$ cat config.mk
export PLATFORM = sky130hd
export DESIGN_NAME = haptic_ramp_event_player
export DESIGN_NICKNAME = d
export VERILOG_FILES = /design/src/design/hrep_pkg.sv /design/src/design/haptic_ramp_event_player.sv
export SDC_FILE = /design/constraint.sdc
export NUM_CORES = 2
export LEC_CHECK = 0
export BUFFER_PORTS_ARGS = -buffer_cell sky130_fd_sc_hd__buf_2
export CAP_MARGIN = 20
export CORE_MARGIN = 4
export CORE_UTILIZATION = 55
export CTS_CLUSTER_SIZE = 20
export DETAILED_ROUTE_END_ITERATION = 8
export GPL_ROUTABILITY_DRIVEN = 0
export GPL_TIMING_DRIVEN = 0
export PLACE_DENSITY = 0.71
export SLEW_MARGIN = 30
export SYNTH_ARGS = -nofsm -noshare
export SYNTH_HDL_FRONTEND = slang
export SYNTH_SLANG_ARGS = --single-unit
$ cat constraint.sdc
create_clock -name clock -period 19.2 [get_ports clock]
set_clock_uncertainty 0.2 [all_clocks]
set_input_delay 3.84 -clock clock [delete_from_list [all_inputs] [get_ports clock]]
set_output_delay 3.84 -clock clock [all_outputs]
set_load 0.01 [all_outputs]
$ cat src/design/hrep_pkg.sv
// Package: payload types, state enum and sizing constants for the ramp event player
`default_nettype none
package hrep_pkg;

   localparam int QueueDepthDefault = 8;
   localparam int LevelW = 16;
   localparam int DurW = 24;
   localparam int TimeW = 32;

   localparam logic ReqQueue = 1'b0;
   localparam logic ReqTick  = 1'b1;

   typedef struct packed {
      logic        req_type;
      logic [15:0] start_level;
      logic [15:0] end_level;
      logic [23:0] duration_us;
      logic [31:0] now_us;
   } req_type_type;

   typedef struct packed {
      logic        pulse_fire;
      logic [15:0] pulse_level;
      logic [3:0]  events_left;
   } rsp_type_type;

   typedef enum logic [2:0] {
      ST_IDLE,
      ST_SHIFT,
      ST_DIV,
      ST_SCAN,
      ST_OUT
   } state_type;

endpackage
`default_nettype wire

$ cat src/design/haptic_ramp_event_player.sv
// Top level: haptic ramp event queue with serial divider and serial compaction
//
//  channel | dir | ports
//  req     | in  | req_valid, req_ready, req_data
//  rsp     | out | rsp_valid, rsp_ready, rsp_data
//
// A queue item is written straight into the queue, or, when the queue is full,
// goes through a serial shift that drops the oldest entry. A tick on an empty
// queue goes straight to the result. Any other tick runs the 40-bit
// restoring divider (one quotient bit per cycle), then one compaction step per
// queued entry (at most QUEUE_DEPTH), then the result. Reset empties the queue.
// The block takes no item while one is in work or while a result waits on rsp_ready.
`default_nettype none
module haptic_ramp_event_player
   import hrep_pkg::*;
#(
   parameter int QUEUE_DEPTH = QueueDepthDefault
) (
   input  wire logic         clock,
   input  wire logic         reset,
   input  wire logic         req_valid,
   output logic              req_ready,
   input  wire req_type_type req_data,
   output logic              rsp_valid,
   input  wire logic         rsp_ready,
   output rsp_type_type      rsp_data
);
   localparam int IW = $clog2(QUEUE_DEPTH);
   localparam int CW = $clog2(QUEUE_DEPTH + 1);

   logic [LevelW-1:0] st_start_ff [QUEUE_DEPTH];
   logic [LevelW-1:0] st_end_ff   [QUEUE_DEPTH];
   logic [DurW-1:0]   st_len_ff   [QUEUE_DEPTH];
   logic [TimeW-1:0]  st_began_ff [QUEUE_DEPTH];
   logic              st_fresh_ff [QUEUE_DEPTH];

   state_type state_ff, state_in;
   logic [CW-1:0] count_ff;
   logic [CW-1:0] rd_ff;     // scan/shift read index
   logic [CW-1:0] kept_ff;
   logic [5:0]    bit_ff;
   req_type_type  item_ff;
   logic [39:0]   num_ff;    // dividend/quotient shift register
   logic [23:0]   rem_ff;
   logic          up_ff;
   logic [LevelW-1:0] base_ff;
   logic [LevelW-1:0] level_ff;
   logic          zdur_ff;

   logic [IW-1:0] last_idx, rd_idx, kept_idx;
   assign last_idx = IW'(count_ff - CW'(1));
   assign rd_idx   = rd_ff[IW-1:0];
   assign kept_idx = kept_ff[IW-1:0];

   // next state
   always_comb begin
      state_in = state_ff;
      unique case (state_ff)
         ST_IDLE: begin
            if (req_valid) begin
               if (req_data.req_type == ReqQueue) begin
                  if (count_ff == CW'(QUEUE_DEPTH)) state_in = ST_SHIFT;
               end else if (count_ff == '0) begin
                  state_in = ST_OUT;
               end else begin
                  state_in = ST_DIV;
               end
            end
         end
         ST_SHIFT: if (rd_ff == CW'(QUEUE_DEPTH - 1)) state_in = ST_IDLE;
         ST_DIV:   if (bit_ff == 6'd0) state_in = ST_SCAN;
         ST_SCAN:  if (rd_ff == count_ff - CW'(1)) state_in = ST_OUT;
         ST_OUT:   if (rsp_ready) state_in = ST_IDLE;
         default:  state_in = ST_IDLE;
      endcase
   end

   // outputs
   always_comb begin
      req_ready = (state_ff == ST_IDLE);
      rsp_valid = (state_ff == ST_OUT);
      rsp_data.pulse_fire  = (level_ff != '0);
      rsp_data.pulse_level = level_ff;
      rsp_data.events_left = 4'(count_ff);
   end

   // elapsed time of the newest entry, clipped to its duration
   logic [TimeW-1:0] lat_began;
   logic [TimeW-1:0] elapsed;
   logic [DurW-1:0]  clip;
   logic [LevelW-1:0] diff;
   always_comb begin
      lat_began = st_fresh_ff[last_idx] ? req_data.now_us : st_began_ff[last_idx];
      elapsed   = req_data.now_us - lat_began;
      clip      = (elapsed > TimeW'(st_len_ff[last_idx])) ? st_len_ff[last_idx]
                                                           : elapsed[DurW-1:0];
      diff      = (st_end_ff[last_idx] >= st_start_ff[last_idx])
                  ? st_end_ff[last_idx] - st_start_ff[last_idx]
                  : st_start_ff[last_idx] - st_end_ff[last_idx];
   end

   logic [24:0] trial;
   logic [DurW-1:0] dur_last;
   assign dur_last = st_len_ff[last_idx];
   assign trial = {rem_ff, num_ff[39]} - {1'b0, dur_last};

   logic [TimeW-1:0] el_scan;
   assign el_scan = item_ff.now_us - st_began_ff[rd_idx];
   logic live;
   assign live = el_scan < TimeW'(st_len_ff[rd_idx]);

   always_ff @(posedge clock) begin
      if (reset) begin
         state_ff <= ST_IDLE;
         count_ff <= '0;
      end else begin
         state_ff <= state_in;
         unique case (state_ff)
            ST_IDLE: begin
               if (req_valid) begin
                  item_ff <= req_data;
                  kept_ff <= '0;
                  if (req_data.req_type == ReqQueue) begin
                     rd_ff <= CW'(1);
                     if (count_ff != CW'(QUEUE_DEPTH)) begin
                        st_start_ff[count_ff[IW-1:0]] <= req_data.start_level;
                        st_end_ff[count_ff[IW-1:0]]   <= req_data.end_level;
                        st_len_ff[count_ff[IW-1:0]]   <= req_data.duration_us;
                        st_began_ff[count_ff[IW-1:0]] <= '0;
                        st_fresh_ff[count_ff[IW-1:0]] <= 1'b1;
                        count_ff <= count_ff + CW'(1);
                     end
                  end else if (count_ff == '0) begin
                     level_ff <= '0;
                  end else begin
                     st_fresh_ff[last_idx] <= 1'b0;
                     st_began_ff[last_idx] <= lat_began;
                     num_ff  <= 40'(diff) * 40'(clip);
                     rem_ff  <= '0;
                     bit_ff  <= 6'd39;
                     up_ff   <= (st_end_ff[last_idx] >= st_start_ff[last_idx]);
                     base_ff <= st_start_ff[last_idx];
                     zdur_ff <= (dur_last == '0);
                     rd_ff   <= '0;
                  end
               end
            end
            ST_SHIFT: begin
               // move entry rd down one place, then append the new item on top
               st_start_ff[IW'(rd_ff - CW'(1))] <= st_start_ff[rd_idx];
               st_end_ff[IW'(rd_ff - CW'(1))]   <= st_end_ff[rd_idx];
               st_len_ff[IW'(rd_ff - CW'(1))]   <= st_len_ff[rd_idx];
               st_began_ff[IW'(rd_ff - CW'(1))] <= st_began_ff[rd_idx];
               st_fresh_ff[IW'(rd_ff - CW'(1))] <= st_fresh_ff[rd_idx];
               rd_ff <= rd_ff + CW'(1);
               if (rd_ff == CW'(QUEUE_DEPTH - 1)) begin
                  st_start_ff[IW'(QUEUE_DEPTH - 1)] <= item_ff.start_level;
                  st_end_ff[IW'(QUEUE_DEPTH - 1)]   <= item_ff.end_level;
                  st_len_ff[IW'(QUEUE_DEPTH - 1)]   <= item_ff.duration_us;
                  st_began_ff[IW'(QUEUE_DEPTH - 1)] <= '0;
                  st_fresh_ff[IW'(QUEUE_DEPTH - 1)] <= 1'b1;
               end
            end
            ST_DIV: begin
               // restoring division, one quotient bit per cycle
               if (!trial[24]) begin
                  rem_ff <= trial[23:0];
                  num_ff <= {num_ff[38:0], 1'b1};
               end else begin
                  rem_ff <= {rem_ff[22:0], num_ff[39]};
                  num_ff <= {num_ff[38:0], 1'b0};
               end
               bit_ff <= bit_ff - 6'd1;
               if (bit_ff == 6'd0) begin
                  if (zdur_ff) level_ff <= base_ff;
                  else if (up_ff)
                     level_ff <= base_ff + (!trial[24] ? LevelW'({num_ff[14:0], 1'b1})
                                                       : LevelW'({num_ff[14:0], 1'b0}));
                  else
                     level_ff <= base_ff - (!trial[24] ? LevelW'({num_ff[14:0], 1'b1})
                                                       : LevelW'({num_ff[14:0], 1'b0}));
               end
            end
            ST_SCAN: begin
               // keep live entries in order
               if (live) begin
                  st_start_ff[kept_idx] <= st_start_ff[rd_idx];
                  st_end_ff[kept_idx]   <= st_end_ff[rd_idx];
                  st_len_ff[kept_idx]   <= st_len_ff[rd_idx];
                  st_began_ff[kept_idx] <= st_began_ff[rd_idx];
                  st_fresh_ff[kept_idx] <= st_fresh_ff[rd_idx];
               end
               rd_ff <= rd_ff + CW'(1);
               if (rd_ff == count_ff - CW'(1))
                  count_ff <= kept_ff + CW'(live);
               else
                  kept_ff <= kept_ff + CW'(live);
            end
            ST_OUT: ;
            default: ;
         endcase
      end
   end

endmodule
`default_nettype wire
== Word-level counts from Yosys, hierarchy flattened ==
Memory sizes are Yosys's and may differ from the RTL's. A register that Yosys moved wholly into a read port is not among the register bits.
Index checks and enable logic that the tools add are counted.

* Register bits: 207
* Memory bits (writable): 712
* Bits of input ports: 93
* Output and inout bits: 23
* Logic and storage cells: 199
* Memories: 5

* Add/sub/neg operators: 13
* $mul: 1
* Magnitude comparators: 3
* Eq/ne operators: 21
* Muxes and demuxes: 110
* Bitwise logic cells: 2
* Reductions and logical operators: 29

{| class="wikitable"
|+ Memories
! name !! words !! width !! rd ports !! clocked after memory_dff !! write ports !! RTL line !! text
|-
| st_began_ff || 8 || 32 || 2 || 1 || 2 || haptic_ramp_event_player.sv:34 || <nowiki>logic [TimeW-1:0] st_began_ff [QUEUE_DEPTH];</nowiki>
|-
| st_len_ff || 8 || 24 || 2 || 1 || 2 || haptic_ramp_event_player.sv:33 || <nowiki>logic [DurW-1:0] st_len_ff [QUEUE_DEPTH];</nowiki>
|-
| st_end_ff || 8 || 16 || 2 || 1 || 2 || haptic_ramp_event_player.sv:32 || <nowiki>logic [LevelW-1:0] st_end_ff [QUEUE_DEPTH];</nowiki>
|-
| st_start_ff || 8 || 16 || 2 || 1 || 2 || haptic_ramp_event_player.sv:31 || <nowiki>logic [LevelW-1:0] st_start_ff [QUEUE_DEPTH];</nowiki>
|-
| st_fresh_ff || 8 || 1 || 2 || 1 || 2 || haptic_ramp_event_player.sv:35 || <nowiki>logic st_fresh_ff [QUEUE_DEPTH];</nowiki>
|}

{| class="wikitable"
|+ Operator list
! operator !! count
|-
| 16-bit 2-to-1 mux || 11
|-
| 24-bit 2-to-1 mux || 7
|-
| 32-bit 2-to-1 mux || 4
|-
| 40-bit 2-to-1 mux || 3
|-
| 32-bit OR reduction || 3
|-
| 40-bit one-hot mux with 2 select lines || 1
|-
| 3-bit 2-to-1 mux || 25
|-
| 16-bit OR reduction || 4
|-
| 32-bit subtractor || 2
|-
| 24-bit one-hot mux with 2 select lines || 1
|-
| 24-bit OR reduction || 2
|-
| 16-bit subtractor || 3
|-
| 16-bit by 24-bit multiplier with 40-bit output || 1
|-
| 1-bit 2-to-1 mux || 40
|-
| 4-bit 2-to-1 mux || 9
|-
| 32-bit by 24-bit greater-than comparator with 1-bit output || 1
|-
| 32-bit by 24-bit < comparator with 1-bit output || 1
|-
| 16-bit one-hot mux with 2 select lines || 1
|-
| 25-bit by 24-bit subtractor with 25-bit output || 1
|-
| 24-bit zero test || 1
|-
| 4-bit one-hot mux with 2 select lines || 3
|-
| 6-bit 2-to-1 mux || 3
|-
| 16-bit adder || 1
|-
| 16-bit >= comparator || 1
|-
| other kinds (30) || 50
|}

== Depth between registers and ports, before layout ==
* Word-level depth: 11
* Gate-level depth with buffers: 61
* Depth with buffers taken out: 56

== Worst setup path after synthesis ==
No wires, ideal clock.

* Path kind: input-to-reg
* Start: input reset
* End: memory st_began_ff[1][0] (enable)
* Library setup time: 0.464 ns
* Arrival time: 15.243 ns
* Setup slack: 3.293 ns
* Stages on the path: 10
* Buffers on the path: 3
* Cells stage by stage: buf_2 -> nor3b_1 -> nand2_1 -> clkinv_1 -> nand2_1 -> xnor2_1 -> o221a_2 -> buf_2 -> buf_2 -> nor3_1

{| class="wikitable"
|+ RTL lines
! what !! RTL line !! text
|-
| start, declared || haptic_ramp_event_player.sv:20 || <nowiki>input wire logic reset,</nowiki>
|-
| end, declared || haptic_ramp_event_player.sv:34 ||
|}

== Worst setup path after layout ==
* Start: register count_ff[0]
* End: register num_ff[39], data pin

* Longest elaborated chain between the ends: 11
* Elaborated cells on any way between the ends: 19
* Classes of those cells: add/sub: 4; mul: 1; order compare: 2; mux: 7; memory: 5

{| class="wikitable"
|+ RTL lines
! what !! RTL line !! text
|-
| start, declared || haptic_ramp_event_player.sv:38 || <nowiki>logic [CW-1:0] count_ff;</nowiki>
|-
| start signal, assigned || haptic_ramp_event_player.sv:131 || <nowiki>count_ff <= count_ff + CW'(1);</nowiki>
|-
| start signal, assigned || haptic_ramp_event_player.sv:195 || <nowiki>count_ff <= kept_ff + CW'(live);</nowiki>
|-
| 4-bit by 1-bit subtractor with 4-bit output * || - ||
|-
| memory read 8 x 32 bit or memory read 8 x 1 bit (tied branches) || - ||
|-
| 32-bit 2-to-1 mux || haptic_ramp_event_player.sv:93 || <nowiki>lat_began = st_fresh_ff[last_idx] ? req_data.now_us : st_began_ff[last_idx];</nowiki>
|-
| 32-bit subtractor || haptic_ramp_event_player.sv:94 || <nowiki>elapsed = req_data.now_us - lat_began;</nowiki>
|-
| 32-bit by 24-bit greater-than comparator with 1-bit output || haptic_ramp_event_player.sv:95 || <nowiki>clip = (elapsed > TimeW'(st_len_ff[last_idx])) ? st_len_ff[last_idx]</nowiki>
|-
| 24-bit 2-to-1 mux || haptic_ramp_event_player.sv:95 ||
|-
| 16-bit by 24-bit multiplier with 40-bit output * || haptic_ramp_event_player.sv:138 || <nowiki>num_ff <= 40'(diff) * 40'(clip);</nowiki>
|-
| 40-bit 2-to-1 mux * || haptic_ramp_event_player.sv:133 || <nowiki>end else if (count_ff == '0) begin</nowiki>
|-
| 40-bit 2-to-1 mux * || haptic_ramp_event_player.sv:123 || <nowiki>if (req_data.req_type == ReqQueue) begin</nowiki>
|-
| 40-bit 2-to-1 mux * || haptic_ramp_event_player.sv:120 || <nowiki>if (req_valid) begin</nowiki>
|-
| 40-bit one-hot mux with 2 select lines * || haptic_ramp_event_player.sv:118 || <nowiki>unique case (state_ff)</nowiki>
|-
| end signal, assigned || haptic_ramp_event_player.sv:138 ||
|-
| end signal, assigned || haptic_ramp_event_player.sv:168 || <nowiki>num_ff <= {num_ff[38:0], 1'b1};</nowiki>
|-
| end signal, assigned || haptic_ramp_event_player.sv:171 || <nowiki>num_ff <= {num_ff[38:0], 1'b0};</nowiki>
|-
| end, declared || haptic_ramp_event_player.sv:43 || <nowiki>logic [39:0] num_ff;</nowiki>
|}

Every way passes the cells marked *; elsewhere a longest branch is shown, timed or not. The select of a mux whose other input is x is not followed.
A chain may end at the register's enable or synchronous reset.

==> flow_metrics.env <==
export IMPL_outcome="complete, no violations"
export IMPL_dieHeight_um=346
export IMPL_synth_most_common_cell="edfxtp_1"
export IMPL_vias_per_cell=6.58
export IMPL_timing_rr_start="count_ff[0]$_SDFFE_PP0P_"
export IMPL_slowest_delay_ns=0.86
export IMPL_drive_above_1_share_pct=18.4
export IMPL_row_count=123
export IMPL_cts_buffer_depth=3
export IMPL_setup_tns_ns=0
export IMPL_min_path_type="reg2reg"
export IMPL_cp_required_ns=19.45
export IMPL_final_setup_viol_count=0
export IMPL_finalNonFillerCells=6847
export IMPL_async_flop_share_pct=0
export IMPL_drt_iter0_drc=5883
export IMPL_worstSetupPathType="reg2reg"
export IMPL_synth_top_flop_cell="edfxtp_1"
export IMPL_antenna_found_initial=7
export IMPL_critical_path_endpoint="num_ff[39]$_DFFE_PP_"
export IMPL_synth_warnings=0
export IMPL_rsz0062_at_grt="no"
export IMPL_worst_slew_pin_slew_ns=1.08
export IMPL_synth_area_leaders="edfxtp_1 (42%), mux4_2 (13%), fa_1 (10%), ha_1 (6.0%), mux2i_1 (3.3%)"
export IMPL_finalHoldViolations=0
export IMPL_synth_top_area_share_pct=42.1
export IMPL_numCtsBuffers=97
export IMPL_critPathArrivalTime_ns=18.91
export IMPL_grt_max_degree=34
export IMPL_min_period_over_period_pct=97.2
export IMPL_dp_hpwl_um=144000
export IMPL_ant_nets=0
export IMPL_critical_path_startpoint="count_ff[0]$_SDFFE_PP0P_"
export IMPL_critPathLaunchType="flip-flop"
export IMPL_synthesis_area_um2=62700
export IMPL_reg2reg_to="num_ff[39]$_DFFE_PP_"
export IMPL_synth_commonest_cells="edfxtp_1 (879), inv_1 (466), nand2_1 (443)"
export IMPL_fp_dieW_um=346
export IMPL_synth_edff_count=879
export IMPL_grt_pass1_vias=44600
export IMPL_drv_slew=0
export IMPL_yosysUniqueCellTypes=87
export IMPL_syn_avg_cell_area_um2=12.6
export IMPL_ys_seq_area_share_pct=43.5
export IMPL_cts_max_level=3
export IMPL_overflow=0
export IMPL_end_kind="flip-flop"
export IMPL_crit_top_cell="fa_1"
export IMPL_min_period_ns=18.66
export IMPL_num_io_pins=116
export IMPL_dp_cells=6667
export IMPL_dieArea_um2=119000
export IMPL_globalRouteTotalUtil_pct=31.3
export IMPL_initial_core_util_pct=55.6
export IMPL_cts_root_buf="clkbuf_16"
export IMPL_fmax_ghz=0.0536
export IMPL_postSynthCellCount=4968
export IMPL_clock_latency_ns=0.74
export IMPL_cap_viol_max_count=0
export IMPL_fin_hold_ws_ns=0.286
export IMPL_final_fill_count=8541
export IMPL_drtPass1Iterations=6
export IMPL_clock_sinks=922
export IMPL_synth_seq_cells=922
export IMPL_crit_fanout=11
export IMPL_wl_per_cell_um=27.7
export IMPL_finish_net_count=5970
export IMPL_relSlewSlack_pct=25.7
export IMPL_synth_fp_nets=5673
export IMPL_routed_via_count=45100
export IMPL_slowest_stage="mux2i_1"
export IMPL_utilization_pct=62.1
export IMPL_drc=0
export IMPL_core_um2=113000
export IMPL_synth_top_area_cell="edfxtp_1"
export IMPL_io_buffers=114
export IMPL_drt_total_wl_um=190000
export IMPL_ff2ff_setup_slack_ns=0.54
export IMPL_clk_pin_slew_ns=0.07
export IMPL_cts_tree="yes"
export IMPL_ff2ff_path_depth=55
export IMPL_grt_pass1_wl_um=282000
export IMPL_area_delta_synth_final_pct=11.7
timing repair:
| action | in CTS | in global routing |
|---|---|---|
| hold endpoints to repair | 0 | 0 |
| buffers inserted | 0 | 0 |
| resized for setup | 0 | 5 |
| hold buffers | 0 | 0 |
| setup endpoints to repair | 0 | 9 |
metal layers:
metal	GRT usage [%]	wire [um]	vias up
li1	-	-	18900
met1	42.2	70300	22600
met2	48.0	85300	3083
met3	8.49	24100	491
met4	14.3	9830	2
met5	0	13	-
worst min-delay path by stage:
stage / cells after the start / end / slack (ns) / startpoint
finish: 1 / st_len_ff[7][17]$_DFFE_PP_ / 0.29 / item_ff[49]$_DFFE_PP_
global route: 1 / st_len_ff[7][17]$_DFFE_PP_ / 0.31 / item_ff[49]$_DFFE_PP_
CTS: 1 / st_len_ff[7][17]$_DFFE_PP_ / 0.30 / item_ff[49]$_DFFE_PP_
detailed placement: 2 / num_ff[35]$_DFFE_PP_ / 0.32 / num_ff[34]$_DFFE_PP_
global placement: 2 / num_ff[24]$_DFFE_PP_ / 0.31 / num_ff[23]$_DFFE_PP_
floorplan: 2 / num_ff[35]$_DFFE_PP_ / 0.29 / num_ff[34]$_DFFE_PP_
state kept, by name, indices dropped and copies added (netlist names), 6 cells and up, named ones only:
name,flops
num_ff,40
st_fresh_ff,8
st_began_ff,256
rem_ff,24
st_end_ff,128
base_ff,16
item_ff,88
bit_ff,6
st_start_ff,128
level_ff,16
st_len_ff,192
area by class of cell:
class	instances	area [um2]	area share (%)
clock buffers	114	2530	3.61
inverters	468	1760	2.51
clock inverters	61	659	0.942
multi-input cells	3325	32900	46.9
repair buffers	199	1930	2.75
well taps	1500	1880	2.68
flip-flops and latches	922	27300	38.9
plain buffers	252	1130	1.62
diodes	6	15.0	0.0214
cells by family (layout without fill, tap and decap cells):
group | after synthesis | count (layout) | share of synthesized area (%)
simple gates | 1137 | 1137 | 8.53
flops | 922 | 922 | 43.5
compound gates | 765 | 765 | 7.57
buf+inv | 721 | 1094 | 4.51
mux | 654 | 654 | 17.8
fa+ha+maj | 612 | 612 | 15.9
xor+xnor | 157 | 157 | 2.20
other cells | 0 | 6 | 0
cells in the final DEF (no fill, tap or decap), types with 22 or more instances in the layout:
cell type  Yosys  final
dfxtp_1       43     43
clkinv_1       1     22
o21a_1        26     26
mux2i_2        5     24
nor3_1        72     67
clkbuf_16      0     97
nand2b_1      49     49
buf_4          5     41
o21bai_1      29     28
o21ai_0      164    164
fa_1         312    312
a31oi_1       54     54
ha_1         300    299
a21oi_1      244    244
xor2_1        59     57
nor4_1        28     27
nand3_1       36     36
clkbuf_2       0     31
a21o_1        75     75
edfxtp_1     879    879
and2_1        56     56
buf_2         46    183
xnor2_1       97     95
mux4_2       358    358
nand4_1       33     33
mux2_2        82     82
clkbuf_1     149    142
inv_1        466    466
buf_16         0     32
nor2b_1       37     37
nand2_1      443    443
mux2i_1      208    188
o22ai_1       38     38
nor2_1       286    279
stage by stage:
stage	setup WS (ns)	cell area [um2]
finish	0.537	70000
global route	0.0474	70000
CTS	0.278	70000
detailed placement	0.326	66800
global placement	-10.34	65200
floorplan	3.29	62700
worst max-delay path: cells and delay by family, from the launching register on:
family | cells | cell delay (ns)
DFF | 1 | 0.56
AOI/OAI and AO/OA | 21 | 5.38
buffers and inverters | 12 | 3.57
muxes | 3 | 1.29
and+or+nand+nor | 6 | 1.64
xor gates and xnor gates | 2 | 0.59
adders and majority gates | 11 | 5.13
Power is left out: the tool's default activity adds up to more than one toggle a clock period on the data nets, which glitch-free logic cannot reach.
